File: config.mk
export PLATFORM = sky130hd
export DESIGN_NAME = twfs_ctrl
export DESIGN_NICKNAME = d
export VERILOG_FILES = /design/src/design/twfs_pkg.sv /design/src/design/twfs_ctrl.sv
export SDC_FILE = /design/constraint.sdc
export NUM_CORES = 1
export LEC_CHECK = 0
export BUFFER_PORTS_ARGS = -buffer_cell sky130_fd_sc_hd__clkbuf_2
export CAP_MARGIN = 40
export CORE_AREA = 4 4 41 43
export CTS_CLUSTER_SIZE = 8
export DETAILED_ROUTE_END_ITERATION = 6
export DIE_AREA = 0 0 45 47
export PLACE_DENSITY = 0.64
export SLEW_MARGIN = 20
export SYNTH_ARGS = -nofsm -noshare
export SYNTH_HDL_FRONTEND = slang
export SYNTH_SLANG_ARGS = --single-unit
File: constraint.sdc
create_clock -name clock -period 2.6 [get_ports clock]
set_clock_uncertainty 0.15 [all_clocks]
set_input_delay 0.52 -clock clock [delete_from_list [all_inputs] [get_ports clock]]
set_output_delay 0.52 -clock clock [all_outputs]
set_load 0.05 [all_outputs]
File: src/design/twfs_pkg.sv
// ----------------------------------------------------------------------------
// twfs_pkg: shared types and constants for the trace window fractional shift
// Field widths, register indexes, reset values and controller/datapath links.
// ----------------------------------------------------------------------------
package twfs_pkg;

   localparam int SAMPLE_W   = 16;
   localparam int IDX_W      = 8;
   localparam int SHIFT_W    = 16;
   localparam int POS_W      = 6;
   localparam int LEN_W      = 9;
   localparam int CTR_W      = 8;
   localparam int HALF_W     = 5;
   localparam int FRAC_W     = 8;
   localparam int TAP_W      = 14;
   localparam int PROD_W     = SAMPLE_W + 1 + FRAC_W + 1;
   localparam int CSR_IDX_W  = 2;
   localparam int CSR_DATA_W = 9;

   localparam int DEF_MAX_TRACE       = 256;
   localparam int DEF_MAX_HALF_WINDOW = 31;

   localparam logic [CSR_IDX_W-1:0] REG_TRACE_LENGTH  = 2'd0;
   localparam logic [CSR_IDX_W-1:0] REG_WINDOW_CENTER = 2'd1;
   localparam logic [CSR_IDX_W-1:0] REG_HALF_WINDOW   = 2'd2;

   localparam logic [LEN_W-1:0]  RST_TRACE_LENGTH  = 9'd256;
   localparam logic [CTR_W-1:0]  RST_WINDOW_CENTER = 8'd127;
   localparam logic [HALF_W-1:0] RST_HALF_WINDOW   = 5'd15;

   localparam logic REQ_LOAD  = 1'b0;
   localparam logic REQ_SHIFT = 1'b1;

   typedef struct packed {
      logic             load;
      logic             capture;
      logic             issue;
      logic [POS_W-1:0] pos;
      logic             last;
   } cmd_type;

   typedef struct packed {
      logic advance;
   } stat_type;

endpackage

File: src/design/twfs_ctrl.sv
// ----------------------------------------------------------------------------
// twfs_ctrl: request controller
// Accepts load and shift items; after a shift item it steps the tap counter over the window.
// ----------------------------------------------------------------------------
module twfs_ctrl (
   input  logic                         clock,
   input  logic                         reset,
   input  logic                         req_valid,
   input  logic                         req_type,
   input  logic [twfs_pkg::HALF_W-1:0]  h_eff,
   input  twfs_pkg::stat_type           stat,
   output logic                         req_ready,
   output twfs_pkg::cmd_type            cmd
);

   localparam logic ST_IDLE = 1'b0;
   localparam logic ST_RUN  = 1'b1;

   logic                        state_ff, state_in;
   logic [twfs_pkg::POS_W-1:0]  k_ff, k_in;
   logic                        accept;
   logic                        at_last;

   assign req_ready = (state_ff == ST_IDLE);
   assign accept    = req_valid && req_ready;
   assign at_last   = (k_ff == {h_eff, 1'b0});

   always_comb begin
      cmd.load    = accept && (req_type == twfs_pkg::REQ_LOAD);
      cmd.capture = accept && (req_type == twfs_pkg::REQ_SHIFT);
      cmd.issue   = (state_ff == ST_RUN) && stat.advance;
      cmd.pos     = k_ff;
      cmd.last    = at_last;
   end

   always_comb begin
      state_in = state_ff;
      k_in     = k_ff;
      unique case (state_ff)
         ST_IDLE: begin
            if (cmd.capture) begin
               state_in = ST_RUN;
               k_in     = '0;
            end
         end
         ST_RUN: begin
            if (stat.advance) begin
               if (at_last) begin
                  state_in = ST_IDLE;
               end else begin
                  k_in = k_ff + 1'b1;
               end
            end
         end
         default: state_in = ST_IDLE;
      endcase
   end

   always_ff @(posedge clock) begin
      if (reset) begin
         state_ff <= ST_IDLE;
         k_ff     <= '0;
      end else begin
         state_ff <= state_in;
         k_ff     <= k_in;
      end
   end

endmodule

==> flow_summary.json <==
{
  "outcome": "finished, final reports clean",
  "core_sq_um": 1300,
  "grt_pass1_vias": 511,
  "hold_buffers": 0,
  "slowest_delay_ns": 0.46,
  "yosysUniqueCellTypes": 31,
  "setup_viol": 0,
  "cts.clk_slew.worst_paths_ns": 0.05,
  "ys_seq_area_share_pct": 28.6,
  "hold_slack_ns": 0.344,
  "synth_compound_area_share_pct": 21.2,
  "cp_max_fo": 6,
  "post_cts_buffers": 0,
  "reg2reg_to": "k_ff[2]$_SDFFE_PP0P_",
  "start_util_pct": 37.6,
  "final_common_cell": "clkbuf_2",
  "routed_wirelength_um": 1110,
  "r2r_setup_slack_ns": 0.99,
  "synth_xor_area_share_pct": 8.95,
  "critical_path_class": "flop to output port",
  "final_area_sq_um": 631,
  "root_buffer": "clkbuf_4",
  "endpoint_kind": "output port",
  "rsz0062_at_grt": "false",
  "syn_avg_cell_area_sq_um": 8.58,
  "relSlewSlack_pct": 79.3,
  "drt-initial-drc-count": 8,
  "grt_usage_pct": 13.5,
  "drive_gt1_share_pct": 37.5,
  "grt_max_degree": 11,
  "cts_resized": 0,
  "rows": 13,
  "grt_pass1_wl_um": 2040,
  "tritoncts": "done",
  "gp_congestion": 0.745,
  "min_path_type": "flop to flop",
  "cpLargestDelayFamily": "simple AND/OR/NAND/NOR gates",
  "final_core_util_pct": 48.5,
  "final_cell_mix": "clkbuf_2, dfxtp_1, inv_1, xor2_1, nor2_1",
  "max_slew.worst_pin.slew_ns": 0.310,
  "gr-total-overflow": 0,
  "ant_nets": 0,
  "finalCritPeriodShare_pct": 87.8,
  "num_antenna_cells": 0,
  "numCtsBuffers": 3,
  "maxCapViolCount": 0,
  "port_buffers": 20,
  "cp.required_ns": 1.93,
  "wl_per_cell_um": 11.7,
  "min_period_ns": 2.28,
  "cp_num_buf_inv": 1,
  "ys_ff_latch": 7,
  "die_h_um": 47,
  "syn_area_sq_um": 489,
  "io_pins": 21,
  "whs_endpoint": "k_ff[5]$_SDFFE_PP0P_",
  "min_from": "k_ff[5]$_SDFFE_PP0P_",
  "drtPass1Iterations": 4,
  "max_freq_mhz": 438,
  "via_per_inst": 5.23,
  "place_area_sq_um": 604,
  "irDropWorstVdd_uv": 298,
  "cp_slowest_cell": "dfxtp_1",
  "final-max-slew-violation-count": 0,
  "clock-sinks": 7,
  "synth_fa_ha_area_share_pct": 2.56,
  "antenna_found_initial": 0,
  "route.detailed.drc": 0,
  "path_cells": "xor2_1 -> nor2_1 -> and2_4 -> clkbuf_2",
  "clk_latency_ns": 0.25,
  "rr_worst_depth": 5,
  "dp_hpwl_um": 892,
  "die_w_um": 45,
  "syn_nets": 68,
  "synth_top_family_by_area": "simple AND/OR/NAND/NOR gates",
  "r2r-start": "k_ff[3]$_SDFFE_PP0P_",
  "leakagePower_nw": 0.278,
  "hold_viol_final": 0,
  "htreeDepth": 1,
  "dr_total_vias": 497,
  "final_nets": 92,
  "synth-simple-area-share_pct": 29.7,
  "clockBufferDepth": 2,
  "tns_ns": 0,
  "pwr_density_cell_nw_per_um2": 431,
  "synth.area.mux_share_pct": 2.05,
  "critPathLaunchType": "flop",
  "yosys_warnings": 0,
  "fin_total_pwr_uw": 272,
  "synthCells": 57,
  "dieArea_sq_um": 2120,
  "area_delta_synth_final_pct": 28.9,
  "crit_arrival_ns": 1.61,
  "min_path_cells": 1
}
[flip-flops by register name, indices dropped and copies added (netlist names)]
| register | cells |
|---|---|
| k_ff | 6 |
| state_ff | 1 |
[worst register-to-register path: stages, from the launching register on]
cell and delay (ns):
dfxtp_1 0.44, xor2_1 0.26, nor4_4 0.06, buf_4 0.16
a2111oi_2 0.33, o21bai_1 0.14
[power by group]
group	internal (mW)	switching (mW)
Clock	0.0586	0.0411
Combinational	0.0192	0.0401
Sequential	0.109	0.00326
[cell type report]
class	count	area, sq um
well taps	15	18.8
inverters	6	22.5
flip-flops and latches	7	140
clock buffers	4	26.3
repair buffers	21	108
multi-input cells	42	315
fillers	131	671
[layer usage]
layer	routed length (um)	part of all wire [%]	track usage [%]	vias up
met5	0	0	0	-
met4	12	1.1	8.77	0
met3	69	6.2	3.83	2
met2	565	51	22.9	13
met1	467	42	14.7	228
li1	-	-	-	254
[cells in the mapped netlist, drive strengths merged]
library cell	count	area, sq um
nor3	3	15.0
a311oi	1	8.76
a211oi	2	15.0
o41ai	1	8.76
buf	1	7.51
nand2	2	7.51
o21bai	1	7.51
nand2b	1	6.26
nor2	4	15.0
inv	6	22.5
nand4b	1	8.76
mux2i	1	10.0
ha	1	12.5
nor4	2	33.8
clkbuf	1	3.75
a2bb2oi	1	8.76
nor3b	2	15.0
a21boi	1	7.51
a2111oi	1	15.0
a31oi	2	12.5
a21oi	2	10.0
xor2	5	43.8
nand3	3	20.0
o21ai	2	10.0
and2	1	8.76
nand3b	2	15.0
dfxtp	7	140
[metrics by stage]
step / instances / setup WS, ns
detailed placement: 91 / 0.401
global placement: 91 / 0.411
global route: 95 / 0.187
floorplan: 57 / 0.264
CTS: 95 / 0.339
finish: 95 / 0.317
[worst max-delay path by stage]
stage | start | end | slack, ns | cells after the start
4_1_cts | k_ff[2]$_SDFFE_PP0P_ | cmd[0] | 0.34 | 4
5_1_grt | k_ff[2]$_SDFFE_PP0P_ | cmd[0] | 0.19 | 4
2_1_floorplan | req_valid | cmd[9] | 0.26 | 1
3_3_place_gp | h_eff[4] | cmd[0] | 0.41 | 5
3_5_place_dp | h_eff[4] | cmd[0] | 0.40 | 5
6_report | k_ff[2]$_SDFFE_PP0P_ | cmd[0] | 0.32 | 4
[cells by family (layout without fill, tap and decap cells)]
logic type | count (synthesis) | after routing
compound gates | 14 | 14
mux | 1 | 1
buf+inv | 8 | 31
xor+xnor | 5 | 5
flops | 7 | 7
fa+ha+maj | 1 | 1
simple gates | 21 | 21
Power figures use the tool's default switching activity.
